`src/pus_pkg.sv`:
```
`timescale 1ns / 1ps
// ----------------------------------------------------------------------------
// pus_pkg
// Shared types and constants of the pixel undo stack.
// ----------------------------------------------------------------------------
package pus_pkg;

	localparam int STACK_DEPTH_DEF = 64;

	localparam int OFFSET_W = 20;
	localparam int PIX_W    = 3;
	localparam int COLOR_W  = 2;

	localparam logic FUNC_PUSH = 1'b0;
	localparam logic FUNC_POP  = 1'b1;

	typedef struct packed {
		logic [OFFSET_W-1:0] offset;
		logic [PIX_W-1:0]    x;
		logic [PIX_W-1:0]    y;
		logic [COLOR_W-1:0]  color;
		logic                paste;
	} edit_rec_t;

	localparam int REC_W = $bits(edit_rec_t);

	// controller to datapath
	typedef struct packed {
		logic latch;   // capture the incoming item
		logic wrap;    // drop top pointer to zero
		logic rd_top;  // read entry below top
		logic dec;     // top pointer minus one
		logic wr;      // store item at top, top pointer plus one
	} pus_cmd_t;

	// datapath to controller
	typedef struct packed {
		logic top_zero;
		logic top_full;
		logic same_pixel;
		logic more;
	} pus_sts_t;

endpackage

```
`src/pus_in_if.sv`:
```
`timescale 1ns / 1ps
// ----------------------------------------------------------------------------
// pus_in_if
// Request channel of the pixel undo stack: push or pop items.
// ----------------------------------------------------------------------------
interface pus_in_if;
	logic        valid;
	logic        ready;
	logic        func;
	logic [19:0] tile_offset;
	logic [2:0]  pixel_x;
	logic [2:0]  pixel_y;
	logic [1:0]  old_color;
	logic        is_paste;

	modport source (
		output valid, func, tile_offset, pixel_x, pixel_y, old_color, is_paste,
		input  ready
	);
	modport sink (
		input  valid, func, tile_offset, pixel_x, pixel_y, old_color, is_paste,
		output ready
	);
endinterface

```
`src/pus_out_if.sv`:
```
`timescale 1ns / 1ps
// ----------------------------------------------------------------------------
// pus_out_if
// Restore channel of the pixel undo stack.
// ----------------------------------------------------------------------------
interface pus_out_if;
	logic        valid;
	logic        ready;
	logic [19:0] restore_offset;
	logic [2:0]  restore_x;
	logic [2:0]  restore_y;
	logic [1:0]  restore_color;
	logic        last_restore;

	modport source (
		output valid, restore_offset, restore_x, restore_y, restore_color, last_restore,
		input  ready
	);
	modport sink (
		input  valid, restore_offset, restore_x, restore_y, restore_color, last_restore,
		output ready
	);
endinterface

```
`src/pus_ram.sv`:
```
`timescale 1ns / 1ps
// ----------------------------------------------------------------------------
// pus_ram
// Generic single write, single read RAM with registered read data.
// ----------------------------------------------------------------------------
module pus_ram #(
	parameter int WIDTH  = 8,
	parameter int DEPTH  = 64,
	parameter int ADDR_W = (DEPTH > 1) ? $clog2(DEPTH) : 1
) (
	input  logic              clk,
	input  logic              we,
	input  logic [ADDR_W-1:0] waddr,
	input  logic [WIDTH-1:0]  wdata,
	input  logic              re,
	input  logic [ADDR_W-1:0] raddr,
	output logic [WIDTH-1:0]  rdata
);

	logic [WIDTH-1:0] mem_q [DEPTH];

	always_ff @(posedge clk) begin
		if (we) begin
			mem_q[waddr] <= wdata;
		end
		if (re) begin
			rdata <= mem_q[raddr];
		end
	end

endmodule

```
`src/pus_ctrl.sv`:
```
`timescale 1ns / 1ps
// ----------------------------------------------------------------------------
// pus_ctrl
// Sequencer of the pixel undo stack: push check and chained pop walk.
// ----------------------------------------------------------------------------
module pus_ctrl (
	input  logic              clk,
	input  logic              arst_n,
	input  logic              in_valid,
	input  logic              in_func,
	output logic              in_ready,
	output logic              out_valid,
	input  logic              out_ready,
	input  pus_pkg::pus_sts_t sts,
	output pus_pkg::pus_cmd_t cmd
);
	import pus_pkg::*;

	localparam logic [2:0] ST_IDLE     = 3'd0;
	localparam logic [2:0] ST_PUSH_RD  = 3'd1;
	localparam logic [2:0] ST_PUSH_CMP = 3'd2;
	localparam logic [2:0] ST_POP_RD   = 3'd3;
	localparam logic [2:0] ST_POP_OUT  = 3'd4;

	logic [2:0] state_q;
	logic [2:0] state_d;
	logic       in_xfer;

	assign in_ready  = (state_q == ST_IDLE);
	assign out_valid = (state_q == ST_POP_OUT);
	assign in_xfer   = in_valid && in_ready;

	always_comb begin
		state_d = state_q;
		cmd     = '0;
		unique case (state_q)
			ST_IDLE: begin
				if (in_xfer) begin
					cmd.latch = 1'b1;
					if (in_func == FUNC_PUSH) begin
						cmd.wrap = sts.top_full;
						state_d  = ST_PUSH_RD;
					end else if (!sts.top_zero) begin
						state_d = ST_POP_RD;
					end
				end
			end
			ST_PUSH_RD: begin
				// empty stack: nothing to compare against
				if (sts.top_zero) begin
					cmd.wr  = 1'b1;
					state_d = ST_IDLE;
				end else begin
					cmd.rd_top = 1'b1;
					state_d    = ST_PUSH_CMP;
				end
			end
			ST_PUSH_CMP: begin
				cmd.wr  = !sts.same_pixel;
				state_d = ST_IDLE;
			end
			ST_POP_RD: begin
				cmd.rd_top = 1'b1;
				cmd.dec    = 1'b1;
				state_d    = ST_POP_OUT;
			end
			ST_POP_OUT: begin
				if (out_ready) begin
					state_d = sts.more ? ST_POP_RD : ST_IDLE;
				end
			end
			default: begin
				state_d = ST_IDLE;
			end
		endcase
	end

	always_ff @(posedge clk or negedge arst_n) begin
		if (!arst_n) begin
			state_q <= ST_IDLE;
		end else begin
			state_q <= state_d;
		end
	end

endmodule

```
`src/pus_dp.sv`:
```
`timescale 1ns / 1ps
// ----------------------------------------------------------------------------
// pus_dp
// Datapath of the pixel undo stack: top pointer, item register, record RAM.
// ----------------------------------------------------------------------------
module pus_dp #(
	parameter int STACK_DEPTH = pus_pkg::STACK_DEPTH_DEF
) (
	input  logic                         clk,
	input  logic                         arst_n,
	input  pus_pkg::pus_cmd_t            cmd,
	output pus_pkg::pus_sts_t            sts,
	input  logic [pus_pkg::OFFSET_W-1:0] tile_offset,
	input  logic [pus_pkg::PIX_W-1:0]    pixel_x,
	input  logic [pus_pkg::PIX_W-1:0]    pixel_y,
	input  logic [pus_pkg::COLOR_W-1:0]  old_color,
	input  logic                         is_paste,
	output pus_pkg::edit_rec_t           rd_rec
);
	import pus_pkg::*;

	localparam int ADDR_W = $clog2(STACK_DEPTH);
	localparam int PTR_W  = $clog2(STACK_DEPTH + 1);
	localparam logic [PTR_W-1:0] PTR_FULL = PTR_W'(STACK_DEPTH);
	localparam logic [PTR_W-1:0] PTR_ONE  = PTR_W'(1);

	logic [PTR_W-1:0]  top_q;
	logic [PTR_W-1:0]  top_m1;
	edit_rec_t         item_q;
	logic [REC_W-1:0]  rdata;

	assign top_m1 = top_q - PTR_ONE;

	always_ff @(posedge clk or negedge arst_n) begin
		if (!arst_n) begin
			top_q <= '0;
		end else if (cmd.wrap) begin
			top_q <= '0;
		end else if (cmd.dec) begin
			top_q <= top_m1;
		end else if (cmd.wr) begin
			top_q <= top_q + PTR_ONE;
		end
	end

	always_ff @(posedge clk) begin
		if (cmd.latch) begin
			item_q.offset <= tile_offset;
			item_q.x      <= pixel_x;
			item_q.y      <= pixel_y;
			item_q.color  <= old_color;
			item_q.paste  <= is_paste;
		end
	end

	pus_ram #(
		.WIDTH  (REC_W),
		.DEPTH  (STACK_DEPTH),
		.ADDR_W (ADDR_W)
	) u_ram (
		.clk   (clk),
		.we    (cmd.wr),
		.waddr (top_q[ADDR_W-1:0]),
		.wdata (item_q),
		.re    (cmd.rd_top),
		.raddr (top_m1[ADDR_W-1:0]),
		.rdata (rdata)
	);

	assign rd_rec = edit_rec_t'(rdata);

	assign sts.top_zero   = (top_q == '0);
	assign sts.top_full   = (top_q == PTR_FULL);
	assign sts.same_pixel = (rd_rec.offset == item_q.offset) && (rd_rec.x == item_q.x)
		&& (rd_rec.y == item_q.y);
	// top pointer is already past the popped entry here
	assign sts.more       = rd_rec.paste && (top_q != '0);

endmodule

```
`src/pixel_undo_stack.sv`:
```
`timescale 1ns / 1ps
// ----------------------------------------------------------------------------
// pixel_undo_stack
// Bounded undo stack of pixel edits with chained paste restore.
// ----------------------------------------------------------------------------
// A push on an empty stack just writes the edit; otherwise the entry
// below the top is read from the record RAM (registered read) and compared
// with the new edit before the write. A pop is accepted, then each restore
// is a RAM read followed by the restore being offered until it transfers;
// a chained pop walks on while the restored entry is a paste and the stack
// is not empty. New requests are taken only once the previous one has
// finished; a pop on an empty stack gives no restore and a duplicate push
// stores nothing. The record RAM needs no clearing after reset.
module pixel_undo_stack #(
	parameter int STACK_DEPTH = pus_pkg::STACK_DEPTH_DEF
) (
	input  logic      clk,
	input  logic      arst_n,
	pus_in_if.sink    in_ch,
	pus_out_if.source out_ch
);
	import pus_pkg::*;

	pus_cmd_t  cmd;
	pus_sts_t  sts;
	edit_rec_t rd_rec;

	pus_ctrl u_ctrl (
		.clk       (clk),
		.arst_n    (arst_n),
		.in_valid  (in_ch.valid),
		.in_func   (in_ch.func),
		.in_ready  (in_ch.ready),
		.out_valid (out_ch.valid),
		.out_ready (out_ch.ready),
		.sts       (sts),
		.cmd       (cmd)
	);

	pus_dp #(
		.STACK_DEPTH (STACK_DEPTH)
	) u_dp (
		.clk         (clk),
		.arst_n      (arst_n),
		.cmd         (cmd),
		.sts         (sts),
		.tile_offset (in_ch.tile_offset),
		.pixel_x     (in_ch.pixel_x),
		.pixel_y     (in_ch.pixel_y),
		.old_color   (in_ch.old_color),
		.is_paste    (in_ch.is_paste),
		.rd_rec      (rd_rec)
	);

	assign out_ch.restore_offset = rd_rec.offset;
	assign out_ch.restore_x      = rd_rec.x;
	assign out_ch.restore_y      = rd_rec.y;
	assign out_ch.restore_color  = rd_rec.color;
	assign out_ch.last_restore   = !sts.more;

endmodule
```
`src/flat_wrapper.sv`:
```
// flat-port wrapper written by rule: the top's interface ports become plain ports
module pixel_undo_stack_flat import pus_pkg::*;
#(
	parameter int STACK_DEPTH = pus_pkg::STACK_DEPTH_DEF
)
  (clk, arst_n, in_ch_valid, in_ch_func, in_ch_tile_offset, in_ch_pixel_x, in_ch_pixel_y, in_ch_old_color, in_ch_is_paste, in_ch_ready, out_ch_valid, out_ch_restore_offset, out_ch_restore_x, out_ch_restore_y, out_ch_restore_color, out_ch_last_restore, out_ch_ready);
  pus_in_if in_ch_i ();
  pus_out_if out_ch_i ();
  input  logic clk;
  input  logic arst_n;
  input wire logic [$bits(in_ch_i.valid)-1:0] in_ch_valid;
  input wire logic [$bits(in_ch_i.func)-1:0] in_ch_func;
  input wire logic [$bits(in_ch_i.tile_offset)-1:0] in_ch_tile_offset;
  input wire logic [$bits(in_ch_i.pixel_x)-1:0] in_ch_pixel_x;
  input wire logic [$bits(in_ch_i.pixel_y)-1:0] in_ch_pixel_y;
  input wire logic [$bits(in_ch_i.old_color)-1:0] in_ch_old_color;
  input wire logic [$bits(in_ch_i.is_paste)-1:0] in_ch_is_paste;
  output wire logic [$bits(in_ch_i.ready)-1:0] in_ch_ready;
  output wire logic [$bits(out_ch_i.valid)-1:0] out_ch_valid;
  output wire logic [$bits(out_ch_i.restore_offset)-1:0] out_ch_restore_offset;
  output wire logic [$bits(out_ch_i.restore_x)-1:0] out_ch_restore_x;
  output wire logic [$bits(out_ch_i.restore_y)-1:0] out_ch_restore_y;
  output wire logic [$bits(out_ch_i.restore_color)-1:0] out_ch_restore_color;
  output wire logic [$bits(out_ch_i.last_restore)-1:0] out_ch_last_restore;
  input wire logic [$bits(out_ch_i.ready)-1:0] out_ch_ready;
  assign in_ch_i.valid = in_ch_valid;
  assign in_ch_i.func = in_ch_func;
  assign in_ch_i.tile_offset = in_ch_tile_offset;
  assign in_ch_i.pixel_x = in_ch_pixel_x;
  assign in_ch_i.pixel_y = in_ch_pixel_y;
  assign in_ch_i.old_color = in_ch_old_color;
  assign in_ch_i.is_paste = in_ch_is_paste;
  assign in_ch_ready = in_ch_i.ready;
  assign out_ch_valid = out_ch_i.valid;
  assign out_ch_restore_offset = out_ch_i.restore_offset;
  assign out_ch_restore_x = out_ch_i.restore_x;
  assign out_ch_restore_y = out_ch_i.restore_y;
  assign out_ch_restore_color = out_ch_i.restore_color;
  assign out_ch_last_restore = out_ch_i.last_restore;
  assign out_ch_i.ready = out_ch_ready;
  pixel_undo_stack #(.STACK_DEPTH(STACK_DEPTH)) u_core (.clk(clk), .arst_n(arst_n), .in_ch(in_ch_i), .out_ch(out_ch_i));
endmodule
```
`config.mk`:
```
export PLATFORM = sky130hd
export DESIGN_NAME = pixel_undo_stack_flat
export DESIGN_NICKNAME = d
export VERILOG_FILES = /design/src/pus_pkg.sv /design/src/pus_in_if.sv /design/src/pus_out_if.sv /design/src/pus_ram.sv /design/src/pus_ctrl.sv /design/src/pus_dp.sv /design/src/pixel_undo_stack.sv /design/src/flat_wrapper.sv
export SDC_FILE = /design/constraint.sdc
export NUM_CORES = 2
export LEC_CHECK = 0
export BUFFER_PORTS_ARGS = -buffer_cell sky130_fd_sc_hd__buf_2
export CAP_MARGIN = 20
export CORE_ASPECT_RATIO = 1.75
export CORE_MARGIN = 2
export CORE_UTILIZATION = 51
export CTS_CLUSTER_DIAMETER = 50
export DETAILED_ROUTE_END_ITERATION = 7
export PLACE_DENSITY = 0.66
export SYNTH_ARGS = -nofsm -noshare
export SYNTH_HDL_FRONTEND = slang
export SYNTH_SLANG_ARGS = --single-unit
```
`constraint.sdc`:
```
create_clock -name clk -period 7.9 [get_ports clk]
set_input_delay 0.395 -clock clk [delete_from_list [all_inputs] [get_ports clk]]
set_output_delay 0.395 -clock clk [all_outputs]
set_load 0.005 [all_outputs]
```
==> results.md <==
- Worst flop-to-flop path startpoint: u_core.u_dp.top_q[1]$_DFFE_PN0P_
- XOR/XNOR share of the synthesized area: 0.423%
- Clock Latency Late Sink: 0.80 ns
- Crit path max fanout: 109
- Setup crit end: u_core.u_dp.u_ram.rdata[25]$_DFFE_PP_
- RR Endpoint: u_core.u_dp.u_ram.rdata[25]$_DFFE_PP_
- Top-count cell post-synth: edfxtp_1
- First-pass GRT wire length: 285000 um
- Final WL: 204000 um
- Clock transition at the registers of the reported paths: 0.07 ns
- Cell taking the most area after synthesis: edfxtp_1
- DR vias: 36.3k
- WL per Instance: 37.5 um
- Post-synthesis net count: 3292
- R2R cell count: 8
- DPL Wire Length: 123000 um
- Num ports: 65
- Global Route Usage Sum: 27.8%
- Met1 Wirelength: 68300 um
- Syn avg cell area: 22.8 um2
- Vias in the first global route: 36.3k
- IO Port Bufs: 64
- Psw: 0.0115 W
- Status: finished clean
- Crit share post-route: 65.1%
- CP required: 8.40 ns
- Starting Density: 51.2%
- Total gr overflow: 0
- Seq pwr share: 38.6%
- Setup TNS Final: 0 ns
- DRT iter0 DRCs: 5053
- Main combinational cell family by area after synthesis: multiplexers
- Total die area: 0.149 mm2
- FFs w/ async S/R, synth: 0.520%
- Clock tree from TritonCTS: built
- F_max: 195 MHz
- Remaining DRCs: 0
- Core ar.: 0.145 mm2
- Peak VDD IR: 0.406 mV
- CP Launch Type: flop
- Crit path from: u_core.u_dp.top_q[1]$_DFFE_PN0P_
- Vias/cell: 6.66
- Final number of hold-violating endpoints: 0
- Post-Synth Simple-Gate Area: 1.83%
- Layout cell share with drive strength beyond 1: 28.7%
- Setup bufs post-CTS: 0
- Gpl congestion: 0.972
- Rows: 185
- Worst Tran Pin Value: 1.26 ns
- Power share of the clock group: 24.7%
- DIE HEIGHT: 508 um
- Pleak: 26.2 nW
- CTS Buf Count: 165
- Post-synthesis instance area: 0.0742 mm2
- Synth Area in Adders: 0.0337%
- Comb power frac: 36.7%
- Compound-Gate Fraction of Synth Area: 1.97%
- Period minus WS final: 5.14 ns
- Post-synth EDFFs: 1914
- Largest net degree at the start of global routing: 123
- Root Buffer Master: clkbuf_16
- Seq/Total Area, Yosys: 77.8%
- Synth top cells by count: edfxtp_1 (1914), mux4_2 (493), nand2_1 (164)
- Setup Viol. Count Final: 0
- Ranking of synthesized cells by area: edfxtp_1 (77%), mux4_2 (15%), mux2i_1 (1.2%)
- # nets final: 3470
- Synth Warn #: 0
- Worst min path class: in -> async
- Multiplexer share of the synthesized area: 16.2%
- Pint: 0.0211 W
- Initial antenna violation count: 32
- Max cap viols: 0
- Post-Synthesis Cells: 3256
- Reg-to-reg slack, setup: 2.76 ns
- CP arrival: 5.64 ns
- Max-slew violation count: 0
- Top_reg_cell synth: edfxtp_1
- PD cells: 392 mW/mm2
- Sw frac: 35.3%
- Crit Path Category: reg -> reg
- Pre-CTS WS: 2.95 ns
- FF+latch count, synth: 1924
- Worst Skew: 0.0269 ns
- Crit path capture type: flop
- Min setup slack post-route: 2.76 ns
- Inst Count DP: 5103
- Slew margin rel.: 15.9%
- Clock Sinks: 1924
- Uppermost layer routed: met5
- DR WL met3: 19600 um
- Synth cell types: 49
- Post-route ant nets: 0
- Finished Layout Cells: 5447
- Die Wd: 292 um
- Detailed Routing Iterations Pass 1: 7
- Synth top area share: 77.5%
- Max H-tree Level: 4
- Area Overhead vs Synth: 12.0%
- Met2 WL: 100000 um
- Clock Path Buffers: 3
- RSZ-0062 raised after global routing: no
## per-layer routing
layer | up-vias | GRT usage (%)
met2 | 2215 | 44.6
met5 | - | 0
met1 | 19400 | 34.0
met3 | 550 | 6.18
li1 | 14100 | -
met4 | 24 | 19.1
## stage by stage
| step | area (um2) | power [W] | utilization [%] | hold WS (ns) |
|---|---|---|---|---|
| 5_1_grt | 83100 | 0.0334 | 57.3 | 0.0921 |
| 4_1_cts | 83000 | 0.0326 | 57.3 | 0.0596 |
| 3_3_place_gp | 77100 | 0.0245 | 53.2 | 0.278 |
| 3_5_place_dp | 77400 | 0.0246 | 53.4 | 0.292 |
| 2_1_floorplan | 74200 | 0.0202 | - | 0.0994 |
| 6_report | 83100 | 0.0326 | 57.3 | 0.118 |
## worst min-delay path by stage
stage | cells past startpoint | startpoint | end
after global routing | 2 | arst_n | u_core.u_dp.top_q[4]$_DFFE_PN0P_
after CTS | 2 | arst_n | u_core.u_dp.top_q[4]$_DFFE_PN0P_
after global placement | 1 | arst_n | u_core.u_dp.top_q[3]$_DFFE_PN0P_
after detailed placement | 1 | arst_n | u_core.u_dp.top_q[3]$_DFFE_PN0P_
final | 2 | arst_n | u_core.u_dp.top_q[4]$_DFFE_PN0P_
after floorplan | 0 | arst_n | u_core.u_ctrl.state_q[0]$_DFFE_PN0P_
## registers in the layout, indices dropped and copies added, names as in the netlist
register,flops
u_core.u_dp.u_ram.mem_q,1856
u_core.u_dp.item_q,29
u_core.u_dp.u_ram.rdata,29
u_core.u_dp.top_q,7
u_core.u_ctrl.state_q,3
## timing repair
item | in CTS | in global routing
endpoints found under the hold margin | 42 | 0
resized for setup | 0 | 0
hold buffers | 32 | 0
## cell usage in the layout, fill, tap and decap left out, types with 14 or more instances in the layout
| cell type | netlist | layout |
|---|---|---|
| mux2i_1 | 90 | 90 |
| buf_2 | 51 | 64 |
| a221oi_1 | 27 | 27 |
| clkbuf_1 | 75 | 22 |
| buf_12 | 0 | 15 |
| xor2_1 | 31 | 29 |
| edfxtp_1 | 1914 | 1914 |
| a221o_1 | 58 | 58 |
| buf_4 | 74 | 115 |
| clkbuf_16 | 0 | 165 |
| dlygate4sd3_1 | 0 | 32 |
| nor4_2 | 0 | 14 |
| nor3_2 | 0 | 35 |
| bufinv_16 | 0 | 15 |
| clkinv_2 | 0 | 31 |
| a32o_1 | 29 | 29 |
| mux4_2 | 493 | 493 |
| nor2_1 | 60 | 41 |
| nor2_4 | 0 | 19 |
| nand2_1 | 164 | 164 |
| clkinv_1 | 0 | 37 |
| a21oi_1 | 37 | 37 |
## power groups by stage
stage / logic (W) / registers [W] / clock network [W]
after floorplan: 0.00750 / 0.0127 / 0
after global placement: 0.0117 / 0.0128 / 0
after detailed placement: 0.0119 / 0.0128 / 0
after CTS: 0.0119 / 0.0126 / 0.00815
after global routing: 0.0123 / 0.0126 / 0.00850
final: 0.0120 / 0.0126 / 0.00805
## final cells by class
class	instances	area [um2]
Antenna cell	13	32.5
Fill cell	10300	61800
Tap cell	1870	2340
Timing Repair Buffer	232	1970
Inverter	6	22.5
Multi-Input combinational cell	1105	15700
Clock buffer	187	4210
Sequential cell	1924	57700
Clock inverter	110	1090
## critical path, stage by stage, from the launching register on
cell and delay, ns:
dfrtp_1 0.91, inv_1 0.30, ha_4 0.82, buf_12 0.46, buf_12 0.56, mux4_2 0.40, mux4_2 0.56, nor2_1 0.56
a221oi_1 0.09
## logic make-up (layout without fill, tap and decap cells)
logic type      after synthesis  count (layout)
simple gates                312             312
buf+inv                     227             535
flops                      1924            1924
fa+ha+maj                     2               2
other cells                   0              13
mux                         584             584
compound gates              172             172
xor+xnor                     35              35
No activity file was read; power rests on OpenSTA's default activity.
